## src/design/rtu_pkg.sv

```systemverilog
package rtu_pkg;

	// Frame store size and the shortest frame that can be good.
	localparam int FRAME_MAX = 256;
	localparam int FRAME_MIN = 4;
	localparam int FRAME_ADDR_W = $clog2(FRAME_MAX);
	localparam int FRAME_POS_W = $clog2(FRAME_MAX + 1);

	// Silence length after reset, in 50 us ticks.
	localparam logic [15:0] SILENCE_RESET = 16'd35;

	// Modbus CRC-16, reflected form.
	localparam logic [15:0] CRC_INIT = 16'hFFFF;
	localparam logic [15:0] CRC_POLY = 16'hA001;

	// Receiver modes.
	typedef enum logic [1:0] {
		MODE_INIT  = 2'd0,
		MODE_IDLE  = 2'd1,
		MODE_RCV   = 2'd2,
		MODE_ERROR = 2'd3
	} rx_mode_t;

	// Request kinds on the input stream.
	typedef enum logic [1:0] {
		REQ_BYTE    = 2'd0,
		REQ_TICK    = 2'd1,
		REQ_READ    = 2'd2,
		REQ_RESTART = 2'd3
	} req_t;

	// Event kinds on the output stream.
	typedef enum logic [1:0] {
		EV_RX_READY = 2'd0,
		EV_GOOD     = 2'd1,
		EV_BAD      = 2'd2,
		EV_DATA     = 2'd3
	} event_t;

	// One byte step of the CRC, least significant bit first.
	function automatic logic [15:0] crc_byte(input logic [15:0] crc_in, input logic [7:0] b);
		logic [15:0] c;
		c = crc_in ^ {8'h00, b};
		for (int i = 0; i < 8; i++) begin
			if (c[0]) begin
				c = (c >> 1) ^ CRC_POLY;
			end else begin
				c = c >> 1;
			end
		end
		return c;
	endfunction

endpackage

```

## src/design/rtu_ram.sv

```systemverilog
// Simple dual-port RAM: one write and one registered read per cycle.
module rtu_ram #(
	parameter int WIDTH = 8,
	parameter int DEPTH = 256
) (
	input  logic                     clk,
	input  logic                     wr_en,
	input  logic [$clog2(DEPTH)-1:0] wr_addr,
	input  logic [WIDTH-1:0]         wr_data,
	input  logic                     rd_en,
	input  logic [$clog2(DEPTH)-1:0] rd_addr,
	output logic [WIDTH-1:0]         rd_data
);

	logic [WIDTH-1:0] mem_q [DEPTH];

	// Write port.
	always_ff @(posedge clk) begin
		if (wr_en) begin
			mem_q[wr_addr] <= wr_data;
		end
	end

	// Registered read port.
	always_ff @(posedge clk) begin
		if (rd_en) begin
			rd_data <= mem_q[rd_addr];
		end
	end

endmodule

```

## src/design/rtu_frame_receiver.sv

```systemverilog
// Receive framer for serial frames delimited by an inter-frame silence.
// The s_ stream carries one request word per item: a received byte, a
// 50 us timer tick, a read of the frame buffer, or a receiver restart.
// Bytes are stored and fed through a Modbus CRC-16, one byte per word.
// Each byte reloads the silence countdown; ticks count it down. When the
// silence expires the block sends one event word on the m_ stream: ready
// after a restart, or the collected frame as good or bad. A buffer read
// always returns one data word. Frames longer than the buffer are dropped.
// The cfg channel sets the silence length and is always ready.
// A request is taken every cycle when the output is not blocked. An event
// passes through the middle stage, alongside the registered read of the
// frame buffer RAM, and then through the output register.
// If m_tready stays low, one more event is held in the middle stage and
// s_tready then drops until the output moves on.
// Reset puts the receiver in its start mode with the silence length at 35
// ticks and the countdown running, so the first expiry reports ready.
module rtu_frame_receiver (
	input  logic        clk,
	input  logic        arst_n,
	// Configuration: silence length in ticks.
	input  logic        cfg_valid,
	output logic        cfg_ready,
	input  logic [15:0] cfg_data,
	// Requests.
	input  logic        s_tvalid,
	output logic        s_tready,
	input  logic [15:0] s_tdata,   // rx_byte [7:0], read_index [15:8]
	input  logic [1:0]  s_tuser,   // req_type [1:0]
	// Events.
	output logic        m_tvalid,
	input  logic        m_tready,
	output logic [31:0] m_tdata,   // slave_address [7:0], pdu_length [15:8],
	                               // read_data [23:16], index_valid [24], zero [31:25]
	output logic [1:0]  m_tuser    // event_res [1:0]
);

	localparam int AW = rtu_pkg::FRAME_ADDR_W;
	localparam int PW = rtu_pkg::FRAME_POS_W;

	// Receiver state.
	rtu_pkg::rx_mode_t mode_q, mode_d;
	logic [15:0]       silence_ticks_q;
	logic [15:0]       count_q, count_d;
	logic              running_q, running_d;
	logic [PW-1:0]     pos_q, pos_d;
	logic [15:0]       crc_q, crc_d;
	logic [7:0]        addr_q, addr_d;

	// Middle stage and output stage.
	logic              valid_s1, valid_s2;
	rtu_pkg::event_t   event_s1, event_s2;
	logic [7:0]        addr_s1, addr_s2;
	logic [7:0]        len_s1, len_s2;
	logic              idx_valid_s1, idx_valid_s2;
	logic [7:0]        data_s2;

	// Request decode and combinational result.
	rtu_pkg::req_t     req;
	logic [7:0]        rx_byte;
	logic [7:0]        read_index;
	logic              accept;
	logic              advance_s2;
	logic              has_res;
	rtu_pkg::event_t   res_event;
	logic [7:0]        res_addr;
	logic [7:0]        res_len;
	logic              res_idx_valid;
	logic              wr_en;
	logic [AW-1:0]     ram_waddr;
	logic              rd_en;
	logic [7:0]        ram_rdata;

	assign req        = rtu_pkg::req_t'(s_tuser);
	assign rx_byte    = s_tdata[7:0];
	assign read_index = s_tdata[15:8];

	// Handshakes: the output register frees the middle stage.
	assign advance_s2 = !valid_s2 || m_tready;
	assign s_tready   = !valid_s1 || advance_s2;
	assign accept     = s_tvalid && s_tready;
	assign cfg_ready  = 1'b1;

	// Next state and the result of the current request.
	always_comb begin
		mode_d        = mode_q;
		count_d       = count_q;
		running_d     = running_q;
		pos_d         = pos_q;
		crc_d         = crc_q;
		addr_d        = addr_q;
		has_res       = 1'b0;
		res_event     = rtu_pkg::EV_RX_READY;
		res_addr      = 8'd0;
		res_len       = 8'd0;
		res_idx_valid = 1'b0;
		wr_en         = 1'b0;
		ram_waddr     = pos_q[AW-1:0];
		rd_en         = 1'b0;
		unique case (req)
			rtu_pkg::REQ_BYTE: begin
				if (mode_q == rtu_pkg::MODE_IDLE) begin
					// A new frame starts at the head of the buffer.
					wr_en     = 1'b1;
					ram_waddr = '0;
					addr_d    = rx_byte;
					pos_d     = PW'(1);
					crc_d     = rtu_pkg::crc_byte(rtu_pkg::CRC_INIT, rx_byte);
					mode_d    = rtu_pkg::MODE_RCV;
				end else if (mode_q == rtu_pkg::MODE_RCV) begin
					if (pos_q < PW'(rtu_pkg::FRAME_MAX)) begin
						wr_en = 1'b1;
						pos_d = pos_q + PW'(1);
						crc_d = rtu_pkg::crc_byte(crc_q, rx_byte);
					end else begin
						mode_d = rtu_pkg::MODE_ERROR;
					end
				end
				count_d   = silence_ticks_q;
				running_d = 1'b1;
			end
			rtu_pkg::REQ_TICK: begin
				if (running_q) begin
					if (count_q > 16'd1) begin
						count_d = count_q - 16'd1;
					end else begin
						count_d   = 16'd0;
						running_d = 1'b0;
						mode_d    = rtu_pkg::MODE_IDLE;
						if (mode_q == rtu_pkg::MODE_INIT) begin
							has_res   = 1'b1;
							res_event = rtu_pkg::EV_RX_READY;
						end else if (mode_q == rtu_pkg::MODE_RCV) begin
							has_res = 1'b1;
							if (pos_q >= PW'(rtu_pkg::FRAME_MIN) && crc_q == 16'd0) begin
								res_event = rtu_pkg::EV_GOOD;
								res_addr  = addr_q;
								res_len   = 8'(pos_q - PW'(3));
							end else begin
								res_event = rtu_pkg::EV_BAD;
							end
						end
					end
				end
			end
			rtu_pkg::REQ_READ: begin
				has_res       = 1'b1;
				res_event     = rtu_pkg::EV_DATA;
				res_idx_valid = {1'b0, read_index} < pos_q;
				rd_en         = 1'b1;
			end
			rtu_pkg::REQ_RESTART: begin
				mode_d    = rtu_pkg::MODE_INIT;
				count_d   = silence_ticks_q;
				running_d = 1'b1;
			end
			default: begin
			end
		endcase
	end

	// Frame buffer.
	rtu_ram #(
		.WIDTH(8),
		.DEPTH(rtu_pkg::FRAME_MAX)
	) u_frame_ram (
		.clk    (clk),
		.wr_en  (accept && wr_en),
		.wr_addr(ram_waddr),
		.wr_data(rx_byte),
		.rd_en  (accept && rd_en),
		.rd_addr(read_index[AW-1:0]),
		.rd_data(ram_rdata)
	);

	// Receiver state and configuration registers.
	always_ff @(posedge clk or negedge arst_n) begin
		if (!arst_n) begin
			mode_q          <= rtu_pkg::MODE_INIT;
			silence_ticks_q <= rtu_pkg::SILENCE_RESET;
			count_q         <= rtu_pkg::SILENCE_RESET;
			running_q       <= 1'b1;
			pos_q           <= '0;
			crc_q           <= rtu_pkg::CRC_INIT;
		end else begin
			if (cfg_valid) begin
				silence_ticks_q <= cfg_data;
			end
			if (accept) begin
				mode_q    <= mode_d;
				count_q   <= count_d;
				running_q <= running_d;
				pos_q     <= pos_d;
				crc_q     <= crc_d;
			end
		end
	end

	// First frame byte, kept for the good-frame report.
	always_ff @(posedge clk) begin
		if (accept) begin
			addr_q <= addr_d;
		end
	end

	// Stage valid bits.
	always_ff @(posedge clk or negedge arst_n) begin
		if (!arst_n) begin
			valid_s1 <= 1'b0;
			valid_s2 <= 1'b0;
		end else begin
			if (accept) begin
				valid_s1 <= has_res;
			end else if (advance_s2) begin
				valid_s1 <= 1'b0;
			end
			if (advance_s2) begin
				valid_s2 <= valid_s1;
			end
		end
	end

	// Stage payloads; read data joins as the word enters the output register.
	always_ff @(posedge clk) begin
		if (accept) begin
			event_s1     <= res_event;
			addr_s1      <= res_addr;
			len_s1       <= res_len;
			idx_valid_s1 <= res_idx_valid;
		end
		if (advance_s2 && valid_s1) begin
			event_s2     <= event_s1;
			addr_s2      <= addr_s1;
			len_s2       <= len_s1;
			idx_valid_s2 <= idx_valid_s1;
			data_s2      <= idx_valid_s1 ? ram_rdata : 8'd0;
		end
	end

	assign m_tvalid = valid_s2;
	assign m_tuser  = event_s2;
	assign m_tdata  = {7'd0, idx_valid_s2, data_s2, len_s2, addr_s2};

endmodule
```

## config.mk

```make
export PLATFORM = sky130hd
export DESIGN_NAME = rtu_frame_receiver
export DESIGN_NICKNAME = d
export VERILOG_FILES = /design/src/design/rtu_pkg.sv /design/src/design/rtu_ram.sv /design/src/design/rtu_frame_receiver.sv
export SDC_FILE = /design/constraint.sdc
export NUM_CORES = 2
export LEC_CHECK = 0
export BUFFER_PORTS_ARGS = -buffer_cell sky130_fd_sc_hd__clkbuf_2
export CORE_MARGIN = 2
export CORE_UTILIZATION = 40
export CTS_BUF_LIST = sky130_fd_sc_hd__clkbuf_4
export DETAILED_ROUTE_END_ITERATION = 10
export SLEW_MARGIN = 20
export SYNTH_ARGS = -nofsm -noshare
export SYNTH_HDL_FRONTEND = slang
export SYNTH_SLANG_ARGS = --single-unit
```

## constraint.sdc

```tcl
create_clock -name clk -period 3.8 [get_ports clk]
set_clock_uncertainty 0.2 [all_clocks]
set_input_delay 0.38 -clock clk [delete_from_list [all_inputs] [get_ports clk]]
set_output_delay 0.38 -clock clk [all_outputs]
set_load 0.005 [all_outputs]
```

Yosys cells after proc, flatten, opt, wreduce, memory -nomap -nowiden
Memories as Yosys holds them, arrays and structs flattened. A register that Yosys moved wholly into a read port is not among the register bits.
Cells that the tools add are included.
{"block": "totals", "regBits": 116, "ram_bits": 2048, "inputBits": 39, "output_inout_bits": 37, "word_cells": 179, "mem_count": 1}
{"block": "classes", "n_addsub": 3, "order_cmp": 4, "eq_ne": 9, "muxes": 98, "n_bitwise": 22, "reduce_logical": 24}
{"memory": "u_frame_ram.mem_q", "depth": 256, "width": 8, "read_ports": 1, "rd_ports_with_merged_regs": 1, "wr": 1, "line": "rtu_ram.sv:15", "source": "logic [WIDTH-1:0] mem_q [DEPTH];"}
{"operator": "16-bit two-way mux", "n": 63}
{"operator": "2-bit NOT with 3-bit output", "n": 16}
{"operator": "16-bit one-hot mux with 2 select lines", "n": 1}
{"operator": "9-bit two-way mux", "n": 3}
{"operator": "2-bit two-way mux", "n": 10}
{"operator": "16-bit by 1-bit > comparator with 1-bit output, second input constant", "n": 1}
{"operator": "16-bit logical NOT", "n": 1}
{"operator": "8-bit two-way mux", "n": 2}
{"operator": "8-bit NOT with 16-bit output", "n": 1}
{"operator": "16-bit by 1-bit subtractor with 16-bit output, second input constant", "n": 1}
{"operator": "16-bit by 8-bit bitwise XOR with 16-bit output", "n": 1}
{"operator": "1-bit two-way mux", "n": 15}
{"operator": "9-bit by 1-bit adder with 9-bit output, second input constant", "n": 1}
{"operator": "9-bit by 3-bit >= comparator with 1-bit output, second input constant", "n": 1}
{"operator": "8-bit by 9-bit less-than comparator with 1-bit output", "n": 1}
{"operator": "9-bit less-than comparator, second input constant", "n": 1}
{"operator": "2-bit nonzero test", "n": 4}
{"operator": "8-bit by 2-bit subtractor with 8-bit output, second input constant", "n": 1}
{"operator": "2-bit == test, second input constant", "n": 3}
{"operator": "3-bit inequality test, second input constant", "n": 2}
{"operator": "2-bit one-hot mux with 3 select lines", "n": 1}
{"operator": "3-bit AND reduction", "n": 2}
{"operator": "6-bit AND reduction", "n": 1}
{"operator": "6-bit OR reduction", "n": 1}
{"operator": "other kinds (13)", "n": 26}

Longest topological paths before layout
{"block": "depth", "ltp_word": 48, "ltp_mapped": 12}

Modules after synthesis
A second synthesis with hierarchy kept.
{"block": "hier_totals", "cells_unflattened": 4226, "hier_area_um2": 85278.0}
{"module": "rtu_ram", "n_inst": 1, "cells_each": 3733, "area_each_um2": 79636.4}
{"module": "rtu_frame_receiver", "n_inst": 1, "cells_each": 493, "area_each_um2": 5641.7}

Least setup slack after synthesis
No wires, ideal clock.
{"block": "synth_path", "kind": "register to register", "start": "register valid_s2, in the netlist m_tvalid", "end": "memory u_frame_ram.mem_q[72][0], enable pin", "setup_time_ns": 0.370, "arrival_time_ns": 2.650, "required_ns": 3.230, "setup_slack_ns": 0.580, "path_stages_with_launch": 8, "n_path_buf": 1, "synth_period_minus_slack_ns": 3.220, "cell_sequence": "dfrtp_1 -> nand3b_1 -> and2_1 -> nand3_1 -> nor4_1 -> o21ai_1 -> clkbuf_1 -> nor2_1"}
{"block": "synth_via", "elab_chain_cells": 7}
{"item": "from (decl)", "line": "rtu_frame_receiver.sv:50", "source": "logic valid_s1, valid_s2;"}
{"item": "from (signal assigned)", "line": "rtu_frame_receiver.sv:217", "source": "valid_s2 <= valid_s1;"}
{"item": "1-bit logical NOT", "line": "rtu_frame_receiver.sv:78", "source": "assign advance_s2 = !valid_s2 || m_tready;"}
{"item": "1-bit logical OR", "line": "rtu_frame_receiver.sv:78"}
{"item": "1-bit logical OR", "line": "rtu_frame_receiver.sv:79", "source": "assign s_tready = !valid_s1 || advance_s2;"}
{"item": "named net s_tready", "line": "rtu_frame_receiver.sv:26", "source": "output logic s_tready,"}
{"item": "1-bit logical AND", "line": "rtu_frame_receiver.sv:80", "source": "assign accept = s_tvalid && s_tready;"}
{"item": "named net accept", "line": "rtu_frame_receiver.sv:61", "source": "logic accept;"}
{"item": "1-bit logical AND", "line": "rtu_frame_receiver.sv:167", "source": ".wr_en (accept && wr_en),"}
{"item": "1-bit two-way mux", "line": "rtu_ram.sv:19", "source": "if (wr_en) begin"}
{"item": "1-bit two-way mux (implied by the code)", "line": "rtu_ram.sv:20", "source": "mem_q[wr_addr] <= wr_data;"}
{"item": "to (decl)", "line": "rtu_ram.sv:15"}
The timed path passes the listed nets, and every way through them passes these cells.

Final worst setup path
{"block": "layout_path", "start": "register count_q[7]", "end": "register valid_s1"}
{"block": "layout_via", "elab_chain_cells": 5}
{"item": "from (decl)", "line": "rtu_frame_receiver.sv:43", "source": "logic [15:0] count_q, count_d;"}
{"item": "from (signal assigned)", "line": "rtu_frame_receiver.sv:180", "source": "count_q <= rtu_pkg::SILENCE_RESET;"}
{"item": "from (signal assigned)", "line": "rtu_frame_receiver.sv:190", "source": "count_q <= count_d;"}
{"item": "16-bit by 1-bit > comparator with 1-bit output", "line": "rtu_frame_receiver.sv:123", "source": "if (count_q > 16'd1) begin"}
{"item": "1-bit two-way mux", "line": "rtu_frame_receiver.sv:123"}
{"item": "1-bit two-way mux", "line": "rtu_frame_receiver.sv:122", "source": "if (running_q) begin"}
{"item": "1-bit one-hot mux with 2 select lines", "line": "rtu_frame_receiver.sv:99", "source": "unique case (req)"}
{"item": "1-bit two-way mux", "line": "rtu_frame_receiver.sv:211", "source": "if (accept) begin"}
{"item": "to (signal assigned)", "line": "rtu_frame_receiver.sv:212", "source": "valid_s1 <= has_res;"}
{"item": "to (decl)", "line": "rtu_frame_receiver.sv:50"}
No other way between the ends.
A chain may end at the register's enable or synchronous reset.

==> metrics <==
status finished clean; Gate Count Post-Synth roughly 4100; Post-Route Setup TNS 0 ns; row count roughly 170; detailed placement HPWL approximately 130 mm; Final Critical Period 3.50 ns; die height around 460 um; Logic pwr share slightly above 8%; # setup viols final 0; starting density of the core 40.1%; CP endpoint kind flop; final cell count without fillers about 8000; clock sink count around 2200; Worst Path Arrival roughly 4.6 ns; Die W 465 um; initial antenna violation count 5; GPL Wtd Cong around 0.83; post-synthesis sequential area ratio around three quarters; worst-path cell chain nor4_1 -> o2111ai_1 -> buf_4 -> or2_1 -> nor2_1 -> o211ai_1 -> dlygate4sd3_1 -> nand2_1 -> dlygate4sd3_1; core area roughly 0.21 sq mm; vias in the first global route around 46000; synthesis-to-finish area growth 17.3%; via count around 45000; Hold Path Class input pin to flop; Critical R2R Launch count_q[7]; CP peak stage delay ~0.67 ns; vias per inst 5.45; Remaining DRCs 0; Mapped Area 0.0849 sq mm; grt total ovfl 0; worst hold stages 3; CTS H-tree depth 6; slew margin rel. ~19%; Ports between 70 and 80; sw power between 0.01 and 0.015 W; crit path launch type flop; post-route ant nets 0; most frequent CP cell dlygate4sd3_1; critical path class flop to flop; Worst path slowest cell nor4_1; Pwr Density ~500 mW/mm^2; Mean Syn Cell Area 20.9 sq um; nets@finish approximately 5100; largest net degree at the start of global routing 192; R2R cell count 9; most common library cell in the layout ignoring fill and taps edfxtp_1; CTS buffer count about 570; CTS tree built; YS warnings 0; Clock Latency Late Sink between 1 and 1.5 ns; maxcap violations 0; R2R Setup Slk 0.30 ns; top_reg_cell synth edfxtp_1; 1st-pass router iterations 5; Total GRT Usage around a fifth; Reg power frac a little over half; Die Area ~0.22 sq mm; VDD IR-drop max 0.317 mV; first-pass GRT wire length about 310 mm; Netlist cell types 62; number of synthesized flops with an enable pin approximately 2100; clock-pin slew on the worst setup and hold paths 0.07 ns; Tightest Pin Transition approximately 1.2 ns; clock root buffer clkbuf_4; commonest non-fill, non-tap cells in the layout edfxtp_1, clkbuf_4, mux4_2, buf_4, nor2_1; WHS Endpoint u_frame_ram.mem_q[38][3]; post-route cell area 0.0996 sq mm; fmax ~0.29 GHz; layout cells sized above 1 37.0%; worst-case clock buffer depth 4; Sw Share a little under a quarter; Slew Limit Fails 0; unrepaired setup endpoints after global routing no; period utilization between 90 and 100%; Pwr Total between 0.05 and 0.06 W; Async SR Flop Fraction approximately 2.9%; Internal Power a little under 0.04 W; # port buffers 67; Core Util, Final 47.1%; Placed Cells between 7000 and 8000; clock group share of total power about two fifths; Placed Area between 0.09 and 0.1 sq mm; Synth Register Bits 2172; min-delay src s_tdata[3]; Static Leak between 30 and 40 nW; critical-path maximum fanout 6; total routed wirelength approximately 220 mm; FF-to-FF End valid_s1; average wire per standard cell around 26 um; DRT iter0 DRCs 4769; Crit path required time ~4.9 ns; Hold Vio Cnt, Final 0
-- cell usage after synthesis (3+ instances only) --
cell	instances	area [sq um]
a211oi_1	19	143
a21o_1	7	52.6
a21oi_1	69	345
a22o_1	4	35.0
a22oi_1	94	706
a31oi_1	16	100
and2_1	16	100
and3_1	19	119
buf_1	9	33.8
buf_2	68	340
buf_4	51	383
buf_6	13	146
clkbuf_1	101	379
dfrtp_1	39	976
dfstp_2	23	604
edfxtp_1	2110	63400
ha_1	17	213
inv_1	20	75.1
mux2_2	17	191
mux2i_1	106	1060
mux4_2	530	11900
nand2_1	82	308
nand2b_1	9	56.3
nand3_1	35	175
nand3b_1	4	30.0
nand4_1	18	113
nor2_1	306	1150
nor2b_1	11	68.8
nor3_1	29	145
nor4_1	12	75.1
o211ai_1	5	37.5
o21ai_0	53	265
o21ai_1	3	15.0
o221ai_1	18	158
o22a_1	6	52.6
o22ai_1	34	213
or3_1	12	75.1
xnor2_1	24	210
xor2_1	13	114
-- layer usage --
| layer | part of all wire, % | vias to the layer above | wire (um) | GRT usage (%) |
|---|---|---|---|---|
| met2 | 49 | 1808 | 106000 | 32.2 |
| li1 | - | 19100 | - | - |
| met1 | 41 | 23500 | 89600 | 27.0 |
| met4 | 2.3 | 4 | 5060 | 6.38 |
| met3 | 7.3 | 313 | 15900 | 4.39 |
| met5 | 0.0065 | - | 14 | 0 |
-- kinds of logic after synthesis --
group / Yosys count / share of synthesized area (%)
flops: 2172 / 76.5
mux: 653 / 15.5
simple gates: 562 / 2.94
compound gates: 342 / 2.65
buf+inv: 265 / 1.64
xor+xnor: 39 / 0.435
fa+ha+maj: 17 / 0.251
other cells: 2 / 0.00885
-- power groups by stage --
stage | clock network, W | registers (W) | logic [W]
6_report | 0.0197 | 0.0268 | 0.00410
3_3_place_gp | 0 | 0.0273 | 0.00395
3_5_place_dp | 0 | 0.0273 | 0.00399
5_1_grt | 0.0215 | 0.0268 | 0.00435
2_1_floorplan | 0 | 0.0272 | 0.00223
4_1_cts | 0.0202 | 0.0268 | 0.00412
-- state kept, by name (all words and copies together) (netlist names) --
signal,flops
count_q,16
pos_q,9
event_s1,2
silence_ticks_q,16
data_s2,8
mode_q,2
u_frame_ram.mem_q,2048
m_tuser,2
running_q,1
addr_s1,8
idx_valid_s1,1
addr_q,8
len_s1,8
valid_s1,1
len_s2,8
addr_s2,8
crc_q,16
u_frame_ram.rd_data,8
idx_valid_s2,1
m_tvalid,1
-- metrics by stage --
| stage | setup WS, ns | hold WS (ns) |
|---|---|---|
| finish | 0.304 | 0.179 |
| global placement | 0.0837 | 0.205 |
| detailed placement | 0.0607 | 0.205 |
| floorplan | 0.580 | -0.116 |
| global route | 0.136 | 0.0605 |
| CTS | 0.204 | 0.0280 |
-- layout make-up --
cell class              count  area (sq um)
inverters                  20          75.1
well taps                2821          3530
repair buffers            619          5470
multi-input cells        1621         18600
fillers                 17800        112000
flip-flops and latches   2172         64900
clock buffers             834          6260
clock inverters           108           637
diodes                     13          32.5
-- repair_timing --
| item | 4_1_cts | 5_1_grt |
|---|---|---|
| hold buffers | 96 | 0 |
| setup buffers | 0 | 0 |
| setup endpoints to repair | 0 | 9 |
| endpoints found under the hold margin | 2279 | 0 |
| gates resized for setup | 0 | 2 |
-- worst max-delay path by stage --
| stage | from | endpoint | slack [ns] | cells after the start |
|---|---|---|---|---|
| final | count_q[7] | valid_s1 | 0.30 | 9 |
| after global routing | count_q[7] | valid_s1 | 0.14 | 9 |
| after CTS | mode_q[1] | u_frame_ram.mem_q[149][1] | 0.20 | 8 |
| after detailed placement | s_tdata[9] | u_frame_ram.rd_data[5] | 0.06 | 12 |
| after global placement | s_tdata[8] | u_frame_ram.rd_data[7] | 0.08 | 9 |
| after floorplan | m_tvalid | u_frame_ram.mem_q[72][0] | 0.58 | 7 |
-- critical path, delay by kind of cell, from the launching register on --
kind	cells	cell delay (ns)
compound gates	2	0.32
buf+inv	3	1.35
flops	1	0.42
simple gates	4	1.12
Power figures use the tool's default switching activity.
